==> src/assert_macros.svh <==
// ----------------------------------------------------------------------------
// Assertion macros
// Clocked property checks with active-low reset gating.
// ----------------------------------------------------------------------------
`ifndef ASSERT_MACROS_SVH
`define ASSERT_MACROS_SVH

`ifndef SYNTHESIS

// prop must hold at every rising edge outside reset
`define ASSERT_CLK(lbl, clk, rst_n, prop, msg) \
  lbl: assert property (@(posedge clk) disable iff (!rst_n) prop) else $error(msg);

// prop must never hold at a rising edge outside reset
`define ASSERT_NEVER_CLK(lbl, clk, rst_n, prop, msg) \
  lbl: assert property (@(posedge clk) disable iff (!rst_n) !(prop)) else $error(msg);

`else

`define ASSERT_CLK(lbl, clk, rst_n, prop, msg)
`define ASSERT_NEVER_CLK(lbl, clk, rst_n, prop, msg)

`endif

`endif

==> src/edtt_pkg.sv <==
// ----------------------------------------------------------------------------
// edtt_pkg
// Shared widths, constants and command codes of the earliest-deadline timer table.
// ----------------------------------------------------------------------------
package edtt_pkg;

  localparam int CMD_W          = 2;
  localparam int EVT_W          = 4;
  localparam int TIME_W         = 32;
  localparam int DELAY_W        = 31;
  localparam int DL_W           = TIME_W + 1;
  localparam int NUM_EVENTS_DEF = 16;

  localparam logic [DL_W-1:0]   FOREVER  = {1'b1, {TIME_W{1'b0}}};
  localparam logic [TIME_W-1:0] MAX_TIME = {TIME_W{1'b1}};

  typedef enum logic [CMD_W-1:0] {
    CMD_CHECK     = 2'd0,
    CMD_ARM_AT    = 2'd1,
    CMD_ARM_DELAY = 2'd2,
    CMD_DISARM    = 2'd3
  } cmd_t;

endpackage

==> src/edtt_if.sv <==
// ----------------------------------------------------------------------------
// edtt channel interfaces
// Valid/ready channels for timer commands and for results.
// ----------------------------------------------------------------------------
interface edtt_in_if;
  import edtt_pkg::*;

  logic               valid;
  logic               ready;
  logic [CMD_W-1:0]   cmd;
  logic [EVT_W-1:0]   event_id;
  logic [TIME_W-1:0]  at_time;
  logic [TIME_W-1:0]  now_time;
  logic [DELAY_W-1:0] delay_secs;

  modport source (output valid, cmd, event_id, at_time, now_time, delay_secs, input ready);
  modport sink   (input valid, cmd, event_id, at_time, now_time, delay_secs, output ready);
endinterface

interface edtt_out_if;
  import edtt_pkg::*;

  logic             valid;
  logic             ready;
  logic [EVT_W-1:0] fired_event;
  logic [EVT_W-1:0] next_event;
  logic [DL_W-1:0]  next_deadline;

  modport source (output valid, fired_event, next_event, next_deadline, input ready);
  modport sink   (input valid, fired_event, next_event, next_deadline, output ready);
endinterface

==> src/edtt_ram.sv <==
// ----------------------------------------------------------------------------
// edtt_ram
// Generic single-write, single-read RAM with registered read data.
// ----------------------------------------------------------------------------
module edtt_ram #(
  parameter int WIDTH = 32,
  parameter int DEPTH = 16
) (
  input  logic                     clk,
  input  logic                     wr_en,
  input  logic [$clog2(DEPTH)-1:0] wr_addr,
  input  logic [WIDTH-1:0]         wr_data,
  input  logic                     rd_en,
  input  logic [$clog2(DEPTH)-1:0] rd_addr,
  output logic [WIDTH-1:0]         rd_data
);

  logic [WIDTH-1:0] mem_r [DEPTH];
  logic [WIDTH-1:0] rd_data_r;

  always_ff @(posedge clk) begin
    if (wr_en) begin
      mem_r[wr_addr] <= wr_data;
    end
    if (rd_en) begin
      rd_data_r <= mem_r[rd_addr];
    end
  end

  assign rd_data = rd_data_r;

endmodule

==> src/earliest_deadline_timer_table_unit.sv <==
// ----------------------------------------------------------------------------
// earliest_deadline_timer_table_unit
// Deadline table for event timers; tracks the earliest armed event, fires it
// on check when due, and rescans when the earliest is fired, disarmed or moved later.
// ----------------------------------------------------------------------------
//   channel   dir  handshake      payload
//   in_chan   in   valid/ready    cmd, event_id, at_time, now_time, delay_secs
//   out_chan  out  valid/ready    fired_event, next_event, next_deadline
//
// Check, arm or disarm without a rescan goes from execute straight to done.
// Rescan: one table read per cycle from the deadline RAM, entries 1 to NUM_EVENTS-1.
// Reset clears the per-entry valid bits at once; no clearing pass.
// A new item is taken while the previous result waits on out_chan; a stalled
// result holds the finished item in the done state until the output register frees.
// ----------------------------------------------------------------------------
`include "assert_macros.svh"

module earliest_deadline_timer_table_unit #(
  parameter int NUM_EVENTS = edtt_pkg::NUM_EVENTS_DEF
) (
  input  logic              clk,
  input  logic              rst_n,
  edtt_in_if.sink           in_chan,
  edtt_out_if.source        out_chan
);
  import edtt_pkg::*;

  localparam int IDX_W = $clog2(NUM_EVENTS);
  localparam logic [IDX_W-1:0] LAST_IDX = IDX_W'(NUM_EVENTS - 1);
  localparam logic [IDX_W-1:0] FIRST_IDX = IDX_W'(1);

  typedef enum logic [2:0] {
    ST_IDLE,
    ST_EXEC,
    ST_SCAN,
    ST_DRAIN,
    ST_DONE
  } state_t;

  state_t             state_r, state_nxt;
  cmd_t               cmd_r;
  logic [EVT_W-1:0]   evt_r;
  logic [IDX_W-1:0]   idx_r;
  logic               ok_r;
  logic [TIME_W-1:0]  at_r;
  logic [TIME_W-1:0]  now_r;
  logic [DELAY_W-1:0] dly_r;

  logic [EVT_W-1:0]      fired_r, fired_nxt;
  logic [EVT_W-1:0]      earl_evt_r, earl_evt_nxt;
  logic [DL_W-1:0]       earl_dl_r, earl_dl_nxt;
  logic [NUM_EVENTS-1:0] valid_r, valid_nxt;
  logic [IDX_W-1:0]      scan_idx_r, scan_idx_nxt;
  logic                  pend_r, pend_nxt;
  logic [IDX_W-1:0]      pend_idx_r, pend_idx_nxt;
  logic                  pend_vld_r, pend_vld_nxt;

  logic             out_valid_r, out_valid_nxt;
  logic [EVT_W-1:0] out_fired_r, out_fired_nxt;
  logic [EVT_W-1:0] out_next_evt_r, out_next_evt_nxt;
  logic [DL_W-1:0]  out_next_dl_r, out_next_dl_nxt;

  logic             in_acc;
  logic [31:0]      in_evt_ext;
  logic [DL_W-1:0]  when_sum;
  logic [DL_W-1:0]  arm_dl;
  logic             is_earl;
  logic             fire_ok;
  logic [IDX_W-1:0] fire_idx;
  logic [DL_W-1:0]  cand;

  logic              ram_wr_en;
  logic              ram_rd_en;
  logic [TIME_W-1:0] ram_rd_data;

  edtt_ram #(
    .WIDTH (TIME_W),
    .DEPTH (NUM_EVENTS)
  ) u_dl_ram (
    .clk     (clk),
    .wr_en   (ram_wr_en),
    .wr_addr (idx_r),
    .wr_data (arm_dl[TIME_W-1:0]),
    .rd_en   (ram_rd_en),
    .rd_addr (scan_idx_r),
    .rd_data (ram_rd_data)
  );

  assign in_chan.ready          = (state_r == ST_IDLE);
  assign in_acc                 = in_chan.valid && in_chan.ready;
  assign in_evt_ext             = 32'(in_chan.event_id);
  assign out_chan.valid         = out_valid_r;
  assign out_chan.fired_event   = out_fired_r;
  assign out_chan.next_event    = out_next_evt_r;
  assign out_chan.next_deadline = out_next_dl_r;

  assign when_sum = {1'b0, now_r} + DL_W'(dly_r);
  assign arm_dl   = (cmd_r == CMD_ARM_AT) ? {1'b0, at_r} :
                    (when_sum[TIME_W] ? {1'b0, MAX_TIME} : when_sum);
  assign is_earl  = ok_r && (evt_r == earl_evt_r);
  assign fire_ok  = (earl_evt_r != '0) && (earl_dl_r <= {1'b0, now_r});
  assign fire_idx = IDX_W'(earl_evt_r);
  assign cand     = pend_vld_r ? {1'b0, ram_rd_data} : FOREVER;

  always_comb begin
    state_nxt        = state_r;
    fired_nxt        = fired_r;
    earl_evt_nxt     = earl_evt_r;
    earl_dl_nxt      = earl_dl_r;
    valid_nxt        = valid_r;
    scan_idx_nxt     = scan_idx_r;
    pend_nxt         = 1'b0;
    pend_idx_nxt     = pend_idx_r;
    pend_vld_nxt     = pend_vld_r;
    out_valid_nxt    = out_valid_r && !out_chan.ready;
    out_fired_nxt    = out_fired_r;
    out_next_evt_nxt = out_next_evt_r;
    out_next_dl_nxt  = out_next_dl_r;
    ram_wr_en        = 1'b0;
    ram_rd_en        = 1'b0;

    if (pend_r && (cand < earl_dl_r)) begin
      earl_evt_nxt = EVT_W'(pend_idx_r);
      earl_dl_nxt  = cand;
    end

    unique case (state_r)
      ST_IDLE: begin
        if (in_acc) begin
          state_nxt = ST_EXEC;
        end
      end
      ST_EXEC: begin
        fired_nxt    = '0;
        state_nxt    = ST_DONE;
        scan_idx_nxt = FIRST_IDX;
        unique case (cmd_r)
          CMD_CHECK: begin
            if (fire_ok) begin
              fired_nxt           = earl_evt_r;
              valid_nxt[fire_idx] = 1'b0;
              earl_evt_nxt        = '0;
              earl_dl_nxt         = FOREVER;
              state_nxt           = ST_SCAN;
            end
          end
          CMD_ARM_AT, CMD_ARM_DELAY: begin
            if (ok_r) begin
              ram_wr_en        = 1'b1;
              valid_nxt[idx_r] = 1'b1;
              if (arm_dl < earl_dl_r) begin
                earl_evt_nxt = evt_r;
                earl_dl_nxt  = arm_dl;
              end else if (is_earl && (arm_dl > earl_dl_r)) begin
                earl_evt_nxt = '0;
                earl_dl_nxt  = FOREVER;
                state_nxt    = ST_SCAN;
              end else if (is_earl) begin
                earl_dl_nxt = arm_dl;
              end
            end
          end
          CMD_DISARM: begin
            if (ok_r) begin
              valid_nxt[idx_r] = 1'b0;
              if (is_earl) begin
                earl_evt_nxt = '0;
                earl_dl_nxt  = FOREVER;
                state_nxt    = ST_SCAN;
              end
            end
          end
          default: begin
            state_nxt = ST_DONE;
          end
        endcase
      end
      ST_SCAN: begin
        ram_rd_en    = 1'b1;
        pend_nxt     = 1'b1;
        pend_idx_nxt = scan_idx_r;
        pend_vld_nxt = valid_r[scan_idx_r];
        if (scan_idx_r == LAST_IDX) begin
          state_nxt = ST_DRAIN;
        end else begin
          scan_idx_nxt = scan_idx_r + 1'b1;
        end
      end
      ST_DRAIN: begin
        state_nxt = ST_DONE;
      end
      ST_DONE: begin
        if (!out_valid_r || out_chan.ready) begin
          out_valid_nxt    = 1'b1;
          out_fired_nxt    = fired_r;
          out_next_evt_nxt = earl_evt_r;
          out_next_dl_nxt  = earl_dl_r;
          state_nxt        = ST_IDLE;
        end
      end
      default: begin
        state_nxt = ST_IDLE;
      end
    endcase
  end

  always_ff @(posedge clk) begin
    if (!rst_n) begin
      state_r     <= ST_IDLE;
      earl_evt_r  <= '0;
      earl_dl_r   <= FOREVER;
      valid_r     <= '0;
      pend_r      <= 1'b0;
      out_valid_r <= 1'b0;
    end else begin
      state_r     <= state_nxt;
      earl_evt_r  <= earl_evt_nxt;
      earl_dl_r   <= earl_dl_nxt;
      valid_r     <= valid_nxt;
      pend_r      <= pend_nxt;
      out_valid_r <= out_valid_nxt;
    end
    if (in_acc) begin
      cmd_r <= cmd_t'(in_chan.cmd);
      evt_r <= in_chan.event_id;
      idx_r <= in_evt_ext[IDX_W-1:0];
      ok_r  <= (in_chan.event_id != '0) && (in_evt_ext < 32'(NUM_EVENTS));
      at_r  <= in_chan.at_time;
      now_r <= in_chan.now_time;
      dly_r <= in_chan.delay_secs;
    end
    fired_r        <= fired_nxt;
    scan_idx_r     <= scan_idx_nxt;
    pend_idx_r     <= pend_idx_nxt;
    pend_vld_r     <= pend_vld_nxt;
    out_fired_r    <= out_fired_nxt;
    out_next_evt_r <= out_next_evt_nxt;
    out_next_dl_r  <= out_next_dl_nxt;
  end

  `ASSERT_CLK(a_accept_to_exec, clk, rst_n, in_acc |=> (state_r == ST_EXEC), "accepted item did not enter execute")
  `ASSERT_NEVER_CLK(a_scan_skips_null, clk, rst_n, (state_r == ST_SCAN) && (scan_idx_r == '0), "rescan read the null entry")
  `ASSERT_CLK(a_none_is_forever, clk, rst_n, ((state_r == ST_IDLE) && (earl_evt_r == '0)) |-> (earl_dl_r == FOREVER), "no earliest event but deadline set")
  `ASSERT_CLK(a_armed_not_forever, clk, rst_n, ((state_r == ST_IDLE) && (earl_evt_r != '0)) |-> !earl_dl_r[TIME_W], "earliest event carries forever")
  `ASSERT_CLK(a_result_from_done, clk, rst_n, $rose(out_valid_r) |-> ($past(state_r) == ST_DONE), "result raised outside done state")

endmodule

==> src/flat_wrapper.sv <==
// flat-port wrapper written by rule: the top's interface ports become plain ports
module earliest_deadline_timer_table_unit_flat import edtt_pkg::*;
#(
  parameter int NUM_EVENTS = edtt_pkg::NUM_EVENTS_DEF
)
  (clk, rst_n, in_chan_valid, in_chan_cmd, in_chan_event_id, in_chan_at_time, in_chan_now_time, in_chan_delay_secs, in_chan_ready, out_chan_valid, out_chan_fired_event, out_chan_next_event, out_chan_next_deadline, out_chan_ready);
  edtt_in_if in_chan_i ();
  edtt_out_if out_chan_i ();
  input  logic clk;
  input  logic rst_n;
  input wire logic [$bits(in_chan_i.valid)-1:0] in_chan_valid;
  input wire logic [$bits(in_chan_i.cmd)-1:0] in_chan_cmd;
  input wire logic [$bits(in_chan_i.event_id)-1:0] in_chan_event_id;
  input wire logic [$bits(in_chan_i.at_time)-1:0] in_chan_at_time;
  input wire logic [$bits(in_chan_i.now_time)-1:0] in_chan_now_time;
  input wire logic [$bits(in_chan_i.delay_secs)-1:0] in_chan_delay_secs;
  output wire logic [$bits(in_chan_i.ready)-1:0] in_chan_ready;
  output wire logic [$bits(out_chan_i.valid)-1:0] out_chan_valid;
  output wire logic [$bits(out_chan_i.fired_event)-1:0] out_chan_fired_event;
  output wire logic [$bits(out_chan_i.next_event)-1:0] out_chan_next_event;
  output wire logic [$bits(out_chan_i.next_deadline)-1:0] out_chan_next_deadline;
  input wire logic [$bits(out_chan_i.ready)-1:0] out_chan_ready;
  assign in_chan_i.valid = in_chan_valid;
  assign in_chan_i.cmd = in_chan_cmd;
  assign in_chan_i.event_id = in_chan_event_id;
  assign in_chan_i.at_time = in_chan_at_time;
  assign in_chan_i.now_time = in_chan_now_time;
  assign in_chan_i.delay_secs = in_chan_delay_secs;
  assign in_chan_ready = in_chan_i.ready;
  assign out_chan_valid = out_chan_i.valid;
  assign out_chan_fired_event = out_chan_i.fired_event;
  assign out_chan_next_event = out_chan_i.next_event;
  assign out_chan_next_deadline = out_chan_i.next_deadline;
  assign out_chan_i.ready = out_chan_ready;
  earliest_deadline_timer_table_unit #(.NUM_EVENTS(NUM_EVENTS)) u_core (.clk(clk), .rst_n(rst_n), .in_chan(in_chan_i), .out_chan(out_chan_i));
endmodule
==> config.mk <==
export PLATFORM = sky130hd
export DESIGN_NAME = earliest_deadline_timer_table_unit_flat
export DESIGN_NICKNAME = d
export VERILOG_FILES = /design/src/edtt_pkg.sv /design/src/edtt_if.sv /design/src/edtt_ram.sv /design/src/earliest_deadline_timer_table_unit.sv /design/src/flat_wrapper.sv
export VERILOG_INCLUDE_DIRS = /design/src /design/src/src
export SDC_FILE = /design/constraint.sdc
export NUM_CORES = 1
export LEC_CHECK = 0
export ABC_AREA = 1
export BUFFER_PORTS_ARGS = -buffer_cell sky130_fd_sc_hd__clkbuf_2
export CAP_MARGIN = 25
export CORE_ASPECT_RATIO = 1.25
export CORE_MARGIN = 2
export CORE_UTILIZATION = 35
export DETAILED_ROUTE_END_ITERATION = 8
export SLEW_MARGIN = 10
export SYNTH_ARGS = -nofsm -noshare
export SYNTH_HDL_FRONTEND = slang
export SYNTH_HIERARCHICAL = 1
export SYNTH_SLANG_ARGS = --single-unit
==> constraint.sdc <==
create_clock -name clk -period 10.9 [get_ports clk]
set_input_delay 0.545 -clock clk [delete_from_list [all_inputs] [get_ports clk]]
set_output_delay 0.545 -clock clk [all_outputs]
set_load 0.005 [all_outputs]
# Yosys cells after proc, flatten, opt, wreduce, memory -nomap -nowiden
# Memory sizes are Yosys's and may differ from the RTL's. A register that Yosys moved wholly into a read port is not among the register bits.
# Cells that the tools add are included.
# totals
ram_bits	512
register_bits	214
inputBits	105
output_inout_bits	43
word_cells	129
n_memories	1
# mem_list
memory	words	word_bits	read_ports	rd_ports_with_merged_regs	write_ports	line_no	text
u_core.u_dl_ram.mem_r	16	32	1	1	1	edtt_ram.sv:18	logic [WIDTH-1:0] mem_r [DEPTH];
# op_classes
n_reduce_logical	23
n_addsub	2
bitwise_logic	5
n_lt_le_gt_ge	10
n_mux	53
eq_ne	16
# ops
operator	n
two-way mux 33 bit	11
case mux 33 bit (3 select lines)	1
< comparator 33 bit	2
two-way mux 16 bit	3
case mux 16 bit (3 select lines)	1
two-way mux 4 bit	9
adder 32 x 31 -> 33 bit	1
greater-than comparator 33 bit	1
less-or-equal comparator 33 x 32 -> 1 bit	1
bitwise AND 16 bit	2
two-way mux 32 bit	1
NOT 16 bit	2
two-way mux 3 bit	9
< comparator 4 x 5 -> 1 bit (second input constant)	4
bitwise OR 16 bit	1
case mux 3 bit (5 select lines)	1
case mux 4 bit (3 select lines)	1
two-way mux 1 bit	11
inequality test 2 x 1 -> 1 bit (second input constant)	5
logical AND 1 bit	9
case mux 3 bit (3 select lines)	1
demux 1 bit (select 4 bit)	2
greater-or-equal comparator 4 x 1 -> 1 bit (second input constant)	2
case mux 4 bit (2 select lines)	1
20 further kinds	27

# Depth between registers and ports, before layout
# Gate-level depths: netlist of the first run.
# depth
depth_word	10
ltp_mapped	31
depth_no_buf	29

# Hierarchy
# The synthesis of the first run kept the hierarchy.
# by_module_without_submodules
module	instances	seq_area_each_um2	area_each_um2	cells_per_inst
edtt_ram	1	16335.7	23050.9	2120
earliest_deadline_timer_table_unit	1	5845.6	13619.3	1653

# Worst setup path before layout of the first run
# No wires, ideal clock.
# synth_timing
path_type	input-to-reg
start	in in_chan_valid
end	reg u_core.at_r[0] (enable)
t_arrival_ns	7.455
setup_ns	0.688
required_ns	10.212
path_stages	2
path_slack_ns	2.758
n_path_buf	0
cell_sequence	inv_1 > nor3_1
# synth_via
elab_chain_len	1
# synth_rtl
item	line_no	text
from (decl)	flat_wrapper.sv:11	input wire logic [$bits(in_chan_i.valid)-1:0] in_chan_valid;
logical AND 1 bit	earliest_deadline_timer_table_unit.sv:90	assign in_acc = in_chan.valid && in_chan.ready;
net u_core.in_acc	earliest_deadline_timer_table_unit.sv:63	logic in_acc;
to (signal assigned)	earliest_deadline_timer_table_unit.sv:228	at_r <= in_chan.at_time;
to (decl)	earliest_deadline_timer_table_unit.sv:45	logic [TIME_W-1:0] at_r;
# The timed path passes the listed nets, and every way through them passes these cells.
# A chain may end at the register's enable or synchronous reset.

# Final worst setup path of the first run
# layout_timing
start	reg u_core.now_r[15]
end	reg u_core.earl_dl_r[3]
# layout_via
elab_chain_len	10
word_cells_on_any_way	15
# layout_rtl
item	line_no	text
from (decl)	earliest_deadline_timer_table_unit.sv:46	logic [TIME_W-1:0] now_r;
from (signal assigned)	earliest_deadline_timer_table_unit.sv:229	now_r <= in_chan.now_time;
adder 32 x 31 -> 33 bit (*)	earliest_deadline_timer_table_unit.sv:97	assign when_sum = {1'b0, now_r} + DL_W'(dly_r);
two-way mux 32 bit (*)	earliest_deadline_timer_table_unit.sv:99	(when_sum[TIME_W] ? {1'b0, MAX_TIME} : when_sum);
two-way mux 33 bit (*)	earliest_deadline_timer_table_unit.sv:98	assign arm_dl = (cmd_r == CMD_ARM_AT) ? {1'b0, at_r} :
net u_core.arm_dl[29]	earliest_deadline_timer_table_unit.sv:66	logic [DL_W-1:0] arm_dl;
greater-than comparator 33 bit	earliest_deadline_timer_table_unit.sv:154	end else if (is_earl && (arm_dl > earl_dl_r)) begin
logical AND 1 bit	earliest_deadline_timer_table_unit.sv:154	
two-way mux 33 bit	earliest_deadline_timer_table_unit.sv:154	
two-way mux 33 bit (*)	earliest_deadline_timer_table_unit.sv:151	if (arm_dl < earl_dl_r) begin
two-way mux 33 bit (*)	earliest_deadline_timer_table_unit.sv:148	if (ok_r) begin
case mux 33 bit (3 select lines) (*)	earliest_deadline_timer_table_unit.sv:137	unique case (cmd_r)
two-way mux 33 bit (*)	earliest_deadline_timer_table_unit.sv:127	unique case (state_r)
to (signal assigned)	earliest_deadline_timer_table_unit.sv:218	earl_dl_r <= earl_dl_nxt;
to (decl)	earliest_deadline_timer_table_unit.sv:51	logic [DL_W-1:0] earl_dl_r, earl_dl_nxt;
# The timed path passes the listed nets; every way through them passes the cells marked *.

==> run metrics, run 1 <==
outcome=completed; CTS tree=yes; Seq cells post-synth=758; largest net degree at the start of global routing=134; Starting Density=35.4%; compound-cell area share of the yosys netlist=5.01%; clk_lat worst skew=0.65 ns; Peak VDD IR=0.000126 V; Max-Cap Viols=0; Leakage Power=17.2 nW; Die Ht=366 µm; FILL cells=10000; final worst path period share=54.4%; Critical Path Fanout Max=32; met1 WL=40500 µm; PostCTS Resize Cnt=0; RSZ-0062 raised after global routing=no; antenna diode count=0; Post-CTS Setup Bufs=0; worst hold path class=primary input to register; Die ar.=107000 µm²; hold_buf cts=0; drt wl/cell=19.0 µm; critical path type=register to register; leading area contributor after synthesis=edfxtp_1; Worst Setup SP=u_core/now_r[15]; FF-to-FF setup slack=4.97 ns; nets@finish=4131; vias in the first global route=25600; fmax=0.169 GHz; worst hold start=in_chan_delay_secs[12]; total track usage=18.6%; Area Overhead vs Synth=11.7%; synth warn=6; largest family of logic cells by synthesized area=simple AND/OR/NAND/NOR gates; Post-Synth Simple-Gate Area=20.7%; num rows=132; CTS buffer count=70; Syn Area/Cell=9.72 µm²; unique cell type count in the Yosys netlist=53; WL final=101000 µm; post-synth net total=4011; slew of the pin with the lowest slew margin=1.12 ns; post-synthesis xor/xnor area fraction=0.454%; Clock Path Buffers=3; Die X=294 µm; GPL Wtd Cong=0.937; register area share after synthesis=60.5%; multiplexer area fraction after synthesis=0%; ratio of cells with drive above 1 in the final layout=9.78%; Synth top area share=57.3%; clk sinks=758; met2 routed WL=50600 µm; Vias/cell=4.92; Post-Synth Adder-Cell Area=4.56%; Worst Path Arrival=6.50 ns; HPWL Detailed=61100 µm; metal3 WL=5610 µm; via count=26000; DRC violations left=0; Worst slew margin=25.4%; PD cells=175 nW/µm²; Cells after Synth=3773; Overall Power=7.18 mW; initial antenna violation count=0; total gr overflow=0; DR iter-0 viols=2044; setup TNS=0 ns; I/O Buffers=147; clock root cell=clkbuf_16; max layer used=met4; post-synthesis instance area=36700 µm²; I/O pin cnt=148; first-pass GRT wire length=152000 µm; Finished Core Util=39.5%; Worst Clk Skew=0.0291 ns; RR Startpoint=u_core/now_r[15]; drt pass-1 iters=6; min Tclk post-route=5.93 ns; Final ANT Viol Nets=0; H-tree depth=3; CTS clk-pin slew, worst paths=0.07 ns; CORE AREA=104000 µm²; Max Transition Viols Final=0; WP data required=11.47 ns; Final setup viols=0; Final Hold Fails=0; critical path startpoint category=register; Area contributors post-synth=edfxtp_1 57%, nand2_1 11%, inv_1 6.2%, nand3_1 6.1%, ha_1 4.5%; Setup crit end kind=register
## registers in the layout (all words and copies together), names as in the netlist, 16 cells and up
register / count
u_core/earl_dl_r: 33
u_core/at_r: 32
u_core/u_dl_ram/mem_r: 512
u_core/u_dl_ram/rd_data: 32
u_core/now_r: 32
u_core/valid_r: 16
u_core/out_chan.next_deadline: 33
u_core/dly_r: 31
## worst max-delay path, stage by stage (launching register included)
cell	delay, ns
edfxtp_1	0.42
ha_1	0.38
a21oi_1	0.28
o21ai_0	0.23
a21oi_1	0.19
nand2_2	0.15
nand2_2	0.11
nand3_4	0.15
inv_6	0.42
nand3_1	0.14
nand2_1	0.09
inv_1	0.27
ha_1	0.40
nand2_1	0.05
nor2_1	0.14
nand4_1	0.28
inv_1	0.21
nand4_1	0.43
nand2_1	0.23
nand3_2	0.11
nor2_4	0.77
nand2_1	0.16
a21oi_2	0.18
## per-stage QoR
step                      instance area, µm²  worst slack [ns]  cells  hold WS (ns)
after floorplan                        36700              2.76   3773         0.400
after global placement                 38600              5.16   5158         0.408
after detailed placement               38700              5.10   5161         0.433
after CTS                              41000              5.05   5287        0.0275
after global routing                   41000              4.74   5287        0.0371
final                                  41000              4.97   5287        0.0674
## cell usage in the layout (no fill, tap or decap), types with 4 or more instances in the layout
cell       Yosys  layout
nor2_4         1      18
clkbuf_8       0       4
nand2_2       12      12
nand4_1       14      14
clkinv_1       1      13
o22ai_1        8       8
edfxtp_1     700     700
dfxtp_1       58      58
or2_2          4       4
bufinv_16      0       7
inv_6          1       9
xor2_1         5       5
nand3_1      445     445
a21oi_4       20      21
o21ai_0       89      89
a21oi_1      127     126
a21o_1         6       6
buf_4         11      43
nor2_1       176     159
o21bai_1       7       7
ha_1         132     132
a21oi_2       14      14
nand3b_1      10      10
clkinv_2       0      11
nand3_2        4       4
nand2_1     1115    1115
clkbuf_16      0      71
inv_1        608     606
xnor2_1       14      14
clkbuf_2       0     147
a31oi_1        4       4
nor3_1        23      22
clkbuf_1      37       9
## layer usage
layer | vias up | GRT usage (%)
met4 | 0 | 7.99
met1 | 12400 | 22.7
met3 | 201 | 2.53
met5 | - | 0
met2 | 872 | 32.9
li1 | 12600 | -
## area by class of cell
class	instances	area, µm²	share of cell area (%)
Sequential cell	758	22200	54.2
Multi-Input combinational cell	2259	11400	27.9
Inverter	613	2320	5.65
Clock buffer	84	1870	4.55
Tap cell	1340	1680	4.09
Timing Repair Buffer	191	1080	2.63
Clock inverter	42	420	1.03
## cells in the mapped netlist, drive strengths merged
cell type,n
nand2,1128
edfxtp,700
inv,612
nand3,450
nor2,180
a21oi,161
ha,132
buf,106
o21ai,91
dfxtp,58
clkbuf,37
nor3,24
nand4,14
xnor2,14
nand3b,10
o22ai,8
o21bai,7
a21o,6
xor2,5
a31oi,4
or2,4
a21boi,3
nor4,3
o22a,3
a211oi,2
o211ai,2
o21a,2
a2111oi,1
a22oi,1
clkinv,1
fa,1
nor2b,1
o311ai,1
or4,1
## power by group
group	switching, mW	internal, mW
Sequential	0.0590	3.45
Combinational	0.854	0.328
Clock	1.09	1.40
## kinds of logic (layout without fill, tap and decap cells)
| kind of cell | count (synthesis) | in the layout |
|---|---|---|
| and+or+nand+nor | 1815 | 1815 |
| adders and majority gates | 133 | 133 |
| AOI/OAI and AO/OA | 292 | 292 |
| xor gates and xnor gates | 19 | 19 |
| buffers and inverters | 756 | 930 |
| DFF | 758 | 758 |
## final timing paths
kind,to,depth (start not counted)
worst max-delay path,u_core/earl_dl_r[3],22
worst min-delay path,u_core/dly_r[12],1
worst max register to register,u_core/earl_dl_r[3],22
worst min register to register,u_core/out_chan.fired_event[3],0
Note: power is estimated with default switching activity, not from simulation.
==> inputs of run 2 (changes only) <==
--- a/config.mk
+++ b/config.mk
@@ -6,7 +6,7 @@
 export SDC_FILE = /design/constraint.sdc
 export NUM_CORES = 1
 export LEC_CHECK = 0
-export ABC_AREA = 1
+export ABC_AREA = 0
 export BUFFER_PORTS_ARGS = -buffer_cell sky130_fd_sc_hd__clkbuf_2
 export CAP_MARGIN = 25
 export CORE_ASPECT_RATIO = 1.25
==> constraint.sdc (replaced) <==
create_clock -name clk -period 5.37 [get_ports clk]
set_input_delay 0.2685 -clock clk [delete_from_list [all_inputs] [get_ports clk]]
set_output_delay 0.2685 -clock clk [all_outputs]
set_load 0.005 [all_outputs]
==> run metrics, run 2 <==
Synth top area share=64.1% (+6.8 points); final worst path period share=96.9% (+43 points); CP top delay family=compound AO/OA/AOI/OAI gates; hold slack=0.0345 ns (-0.0329 ns); top-count cell post-synth=edfxtp_1; synth warn=6 (unchanged); first-pass GRT wire length=129000 µm (-15%); I/O pin cnt=148 (unchanged); metal3 WL=3900 µm (-30%); async set-reset flop share out of synthesis=0% (unchanged); Overall Power=13.4 mW (+86%); Die Ht=346 µm (-5.4%); Buffers & Inverters on Critical Path=4 (+1); largest family of logic cells by synthesized area=multiplexers; setup TNS=0 ns (unchanged); Max Transition Viols Final=0 (unchanged); Cells after Synth=1997 (-47%); antenna diode count=0 (unchanged); critical path startpoint category=register; via count=19400 (-25%); leading area contributor after synthesis=edfxtp_1; Peak VDD IR=0.000210 V (+67%); WL final=86700 µm (-14%); CTS buffer count=73 (+4.3%); max reg flops=512 (unchanged); Leakage Power=13.6 nW (-21%); Clock Path Buffers=3 (unchanged); post-synth net total=2235 (-44%); DRC violations left=0 (unchanged); drt pass-1 iters=7 (+1); Final Hold Fails=0 (unchanged); HPWL Detailed=54700 µm (-10%); num rows=125 (-5.3%); Final setup viols=0 (unchanged); Area Overhead vs Synth=19.5%; FILL cells=8294 (-17%); Setup crit end kind=register; CTS tree=yes; Post-Synth Adder-Cell Area=5.10% (+0.54 points); Area contributors post-synth=edfxtp_1 64%, mux4_2 9.1%, ha_1 5.0%, dfxtp_1 3.5%, a22oi_1 1.5%; post-synthesis instance area=32800 µm² (-11%); I/O Buffers=147 (unchanged); cell area after layout=39200 µm² (-4.4%); CTS clk-pin slew, worst paths=0.06 ns (about the same); Seq cells post-synth=758 (unchanged); Worst slew margin=34.1% (+8.7 points); register area share after synthesis=67.7% (+7.2 points); post-synthesis xor/xnor area fraction=0.695% (+0.24 points); Worst Path Arrival=5.78 ns (-0.72 ns); max layer used=met4; ratio of cells with drive above 1 in the final layout=23.0% (+13 points); most frequent cells in the layout=700 x edfxtp_1, 147 x clkbuf_2, 133 x mux4_2; Max-Cap Viols=0 (unchanged); Max stage delay on crit path=0.50 ns (-0.27 ns); Die X=278 µm (-5.4%); Most flops, register=u_core/u_dl_ram/mem_r; total track usage=17.8% (-0.80 points); multiplexer area fraction after synthesis=10.5% (+10 points); Post-synth top cells=700 x edfxtp_1, 133 x mux4_2, 132 x ha_1; DR iter-0 viols=1488 (-27%); GPL Wtd Cong=0.914 (-2.4%); PD cells=342 nW/µm² (+95%); CP Cell Sequence=ha_1, inv_1, fa_1, nor2b_1, o31a_1, o41a_1, buf_4, a211o_1, a41oi_2, xor2_1, a2bb2oi_2, ha_1, a21boi_1, o221ai_1, o211ai_1, nor3_1, buf_4, a2111oi_2, o21ai_2, buf_12, o2bb2ai_1; Worst path slowest cell=a21boi_1; Starting Density=35.3% (-0.076 points); Post-Synth Simple-Gate Area=5.68% (-15 points); Syn Area/Cell=16.4 µm² (+69%); clk sinks=758 (unchanged); Vias/cell=5.39 (+9.4%); EDFF count, synth=700 (unchanged); met2 routed WL=45200 µm (-11%); CORE AREA=92900 µm² (-10%); Critical Path Fanout Max=32 (unchanged); outcome=completed; unique cell type count in the Yosys netlist=82 (+55%); ys flop type=edfxtp_1; initial antenna violation count=0 (unchanged); Die ar.=96100 µm² (-10%); drt wl/cell=24.0 µm (+26%); most common cell after layout, fill and taps aside=edfxtp_1; clock root cell=clkbuf_16; slew of the pin with the lowest slew margin=0.989 ns (-0.130 ns); Final ANT Viol Nets=0 (unchanged); total gr overflow=0 (unchanged); fmax=0.192 GHz (+14%); H-tree depth=3 (unchanged); WP data required=5.94 ns (-5.53 ns); compound-cell area share of the yosys netlist=8.12% (+3.1 points); nets@finish=2579 (-38%); met1 WL=34600 µm (-15%); worst hold path class=primary input to register; largest net degree at the start of global routing=132 (-1.5%); min Tclk post-route=5.21 ns (-0.720 ns); vias in the first global route=20500 (-20%); clk_lat worst skew=0.64 ns (about the same); critical path type=register to register; Worst Clk Skew=0.0216 ns (-0.00752 ns); Area after DPL=35700 µm² (-7.8%)
-- run 2: stage by stage --
stage / instances / util (%) / setup WS (ns)
after floorplan: 1997 / - / 0.202
after CTS: 3604 / 42.1 / -0.00244
after detailed placement: 3368 / 38.4 / -0.295
final: 3606 / 42.2 / 0.164
after global placement: 3366 / 38.3 / -0.140
after global routing: 3606 / 42.2 / -0.00831
-- run 2: kinds of logic after synthesis --
kind of cell | Yosys count
AO/OA/AOI/OAI | 367
adder cells (fa/ha/maj) | 133
buffers and inverters | 183
flip-flops | 758
AND/OR/NAND/NOR | 354
multiplexers | 176
XOR/XNOR | 26
-- run 2: where the power goes --
part / internal, mW / switching, mW
clock: 2.91 / 2.21
sequential: 6.77 / 0.0767
combinational: 0.522 / 0.905
total: 10.2 / 3.20
-- run 2: worst paths after layout --
path,startpoint,end,slack (ns),depth (start not counted)
worst min register to register,u_core/fired_r[0],u_core/out_chan.fired_event[0],0.43,0
worst max-delay path,u_core/now_r[0],u_core/earl_dl_r[19],0.16,21
worst max register to register,u_core/now_r[0],u_core/earl_dl_r[19],0.16,21
worst min-delay path,out_chan_ready,u_core/out_chan.valid,0.03,3
-- run 2: what timing repair did --
action,in CTS,in global routing
endpoints found under the setup margin,38,38
hold buffers,102,0
setup buffers,0,1
pin swaps,0,3
resized for setup,8,16
endpoints found under the hold margin,103,0
-- run 2: layer usage --
layer / up-vias / track usage, %
met1: 10000 / 21.5
li1: 8700 / -
met4: 0 / 6.80
met3: 140 / 2.28
met5: - / 0
met2: 564 / 32.4
-- run 2: worst reg2reg max path, stage by stage, from the launching register on --
cell	delay, ns
edfxtp_1	0.39
ha_1	0.24
inv_1	0.07
fa_1	0.20
nor2b_1	0.07
o31a_1	0.25
o41a_1	0.43
buf_4	0.19
a211o_1	0.39
a41oi_2	0.26
xor2_1	0.22
a2bb2oi_2	0.10
ha_1	0.29
a21boi_1	0.50
o221ai_1	0.24
o211ai_1	0.16
nor3_1	0.08
buf_4	0.17
a2111oi_2	0.36
o21ai_2	0.11
buf_12	0.21
o2bb2ai_1	0.20
-- run 2: area by class of cell --
| type | count | area [µm²] | area share [%] |
|---|---|---|---|
| repair buffers | 356 | 2660 | 6.79 |
| flip-flops and latches | 758 | 22200 | 56.6 |
| clock buffers | 96 | 1980 | 5.04 |
| inverters | 96 | 360 | 0.920 |
| multi-input cells | 1056 | 10100 | 25.8 |
| well taps | 1206 | 1510 | 3.85 |
| clock inverters | 38 | 390 | 0.997 |
==> inputs of run 3 (changes only) <==
--- a/config.mk
+++ b/config.mk
@@ -11,8 +11,9 @@
 export CAP_MARGIN = 25
 export CORE_ASPECT_RATIO = 1.25
 export CORE_MARGIN = 2
-export CORE_UTILIZATION = 35
+export CORE_UTILIZATION = 56
 export DETAILED_ROUTE_END_ITERATION = 8
+export PLACE_DENSITY = 0.76
 export SLEW_MARGIN = 10
 export SYNTH_ARGS = -nofsm -noshare
 export SYNTH_HDL_FRONTEND = slang
==> run metrics, run 3 (synthesized netlist as in run 2, its figures left out) <==
Worst Path Arrival=5.72 ns (-0.06 ns); Critical Path Fanout Max=13 (-59%); min Tclk post-route=5.21 ns (+0.00877 ns); drt pass-1 iters=8 (+1); Area Overhead vs Synth=17.8%; M3 GR Usage=3.72% (+1.4 points); Die Ht=274 µm (-21%); cell area after layout=38600 µm² (-1.4%); WL final=84600 µm (-2.4%); Max Transition Viols Final=0 (unchanged); Int Power=10.2 mW (about the same); I/O pin cnt=148 (unchanged); GRT busiest layer=met2; slew of the pin with the lowest slew margin=1.01 ns (+0.0238 ns); Clk pwr share=38.2% (about the same); Overall Power=13.4 mW (-0.14%); DRC violations left=0 (unchanged); Leakage Power=13.6 nW (+0.18%); outcome=completed; max reg flops=512 (unchanged); clock root cell=clkbuf_16; Setup crit end kind=register; GPL Wtd Cong=0.918 (+0.39%); critical path startpoint category=register; CTS tree=yes; most common cell after layout, fill and taps aside=edfxtp_1; Die ar.=60500 µm² (-37%); Most flops, register=u_core/u_dl_ram/mem_r; HPWL Detailed=50600 µm (-7.5%); worst hold start=out_chan_ready; clk sinks=758 (unchanged); ratio of cells with drive above 1 in the final layout=23.2% (+0.20 points); Clock Path Buffers=3 (unchanged); Seq pwr share=51.2% (about the same); Peak VDD IR=0.000327 V (+56%); total track usage=28.1% (+10 points); critical path type=register to register; largest net degree at the start of global routing=131 (-0.76%); Final ANT Viol Nets=0 (unchanged); Final setup viols=0 (unchanged); fmax=0.192 GHz (-0.17%); Combinational Power Share=10.6% (about the same); final worst path period share=97.1% (+0.16 points); Switching Share=23.8% (-0.080 points); Final Hold Fails=0 (unchanged); total gr overflow=0 (unchanged); Vias/cell=6.36 (+18%); RR Startpoint=u_core/now_r[2]; nets@finish=2580 (+0.039%); initial antenna violation count=2 (+2); Worst Clk Skew=0.0312 ns (+0.00962 ns); Sw Pwr=3.18 mW (-0.47%); Starting Density=56.4% (+21 points); vias in the first global route=20500 (+0.054%); R2R Path End=u_core/earl_evt_r[2]; CORE AREA=58100 µm² (-37%); first-pass GRT wire length=125000 µm (-3.1%); Die X=220 µm (-21%); CTS clk-pin slew, worst paths=0.06 ns (about the same); Worst slew margin=32.5% (-1.6 points); worst hold path class=primary input to register; clk_lat worst skew=0.63 ns (about the same); grt met1 use=37.0% (+15 points); FF-to-FF setup slack=0.16 ns (about the same); DR iter-0 viols=2383 (+60%); H-tree depth=3 (unchanged); WP data required=5.87 ns (-0.07 ns); hold endpoint=u_core/out_chan.valid; worst reg2reg path depth=19 (-9.5%); via count=20100 (+3.4%); Max-Cap Viols=0 (unchanged); num rows=99 (-21%); PD cells=346 nW/µm² (+1.3%); met2 GRT Util=46.9% (+15 points); most frequent cells in the layout=700 x edfxtp_1, 147 x clkbuf_2, 133 x mux4_2; WHS Path Cells=3 (unchanged); FILL cells=3708 (-55%); Area after DPL=35100 µm² (-1.6%); CTS buffer count=72 (-1.4%); I/O Buffers=147 (unchanged); drt wl/cell=26.8 µm (+11%)
-- run 3: cell count changes in the layout (fill, tap and decap cells not counted), sizes merged --
cell      previous run  this run
buf                107       109
diode                0         2
clkinv              26        25
clkinvlp             4         3
bufinv               6         7
-- run 3: final cells by class --
class | count | area [µm²] | share of cell area (%)
sequential | 758 | 22200 | 57.4
multi-input combinational | 1056 | 10100 | 26.1
timing repair buffer | 358 | 2680 | 6.95
clock buffer | 96 | 1930 | 5.01
tap | 757 | 947 | 2.45
clock inverter | 37 | 415 | 1.08
inverter | 96 | 360 | 0.933
antenna | 2 | 5.00 | 0.0130
-- run 3: worst max path at each step --
stage | from | end | slack [ns] | cells after the start
floorplan | u_core/now_r[19] | u_core/earl_dl_r[10] | 0.20 | 19
global placement | u_core/now_r[0] | u_core/earl_dl_r[32] | -0.23 | 22
detailed placement | u_core/now_r[2] | u_core/earl_dl_r[28] | -0.29 | 19
CTS | u_core/now_r[0] | u_core/earl_dl_r[32] | 0.03 | 23
global route | u_core/now_r[0] | u_core/earl_dl_r[32] | -0.04 | 22
finish | u_core/now_r[2] | u_core/earl_evt_r[2] | 0.16 | 19
-- run 3: layer usage --
layer | vias to the layer above | part of all wire [%] | wire length [µm]
met4 | 0 | 4.1 | 3510
met3 | 222 | 8.0 | 6740
li1 | 8714 | - | -
met5 | - | 0 | 0
met2 | 1062 | 50 | 41900
met1 | 10100 | 38 | 32400
-- run 3: critical path, cell delays in order (launching register included) --
cell and delay [ns]:
edfxtp_1 0.41, ha_1 0.37, nor2b_1 0.17, o31a_1 0.27, o41a_1 0.50, a211o_4 0.41, a21oi_4 0.23, buf_6 0.20
a2bb2oi_1 0.11, ha_1 0.31, a21oi_1 0.17, o21ai_0 0.16, a221oi_2 0.36, buf_4 0.16, o2111ai_1 0.15, a31oi_2 0.28
buf_4 0.14, o21ai_0 0.12, a31o_2 0.31, a32o_1 0.26
-- run 3: power by group through the flow --
stage,Clock [mW],Sequential (mW),Combinational (mW)
2_1_floorplan,0,6.94,0.765
3_3_place_gp,0,6.97,1.24
3_5_place_dp,0,6.97,1.29
4_1_cts,5.18,6.84,1.37
5_1_grt,5.38,6.85,1.54
6_report,5.11,6.85,1.42
-- run 3: stage by stage --
step | TNS [ns] | std cells | utilization, % | hold WS [ns] | setup WS (ns)
3_5_place_dp | -9.34 | 2917 | 60.4 | 0.414 | -0.293
4_1_cts | 0 | 3152 | 66.2 | 0.0344 | 0.0266
6_report | 0 | 3160 | 66.5 | 0.0448 | 0.156
2_1_floorplan | 0 | 1997 | - | 0.367 | 0.202
5_1_grt | -0.0727 | 3160 | 66.5 | 0.0793 | -0.0352
3_3_place_gp | -5.11 | 2917 | 60.4 | 0.418 | -0.232
-- run 3: what timing repair did --
action                     4_1_cts  5_1_grt
resized for setup                3       27
setup endpoints to repair       38       39
hold endpoints to repair       103        0
hold buffers                   102        0
buffers inserted                 0        5
pin swaps                        0       12
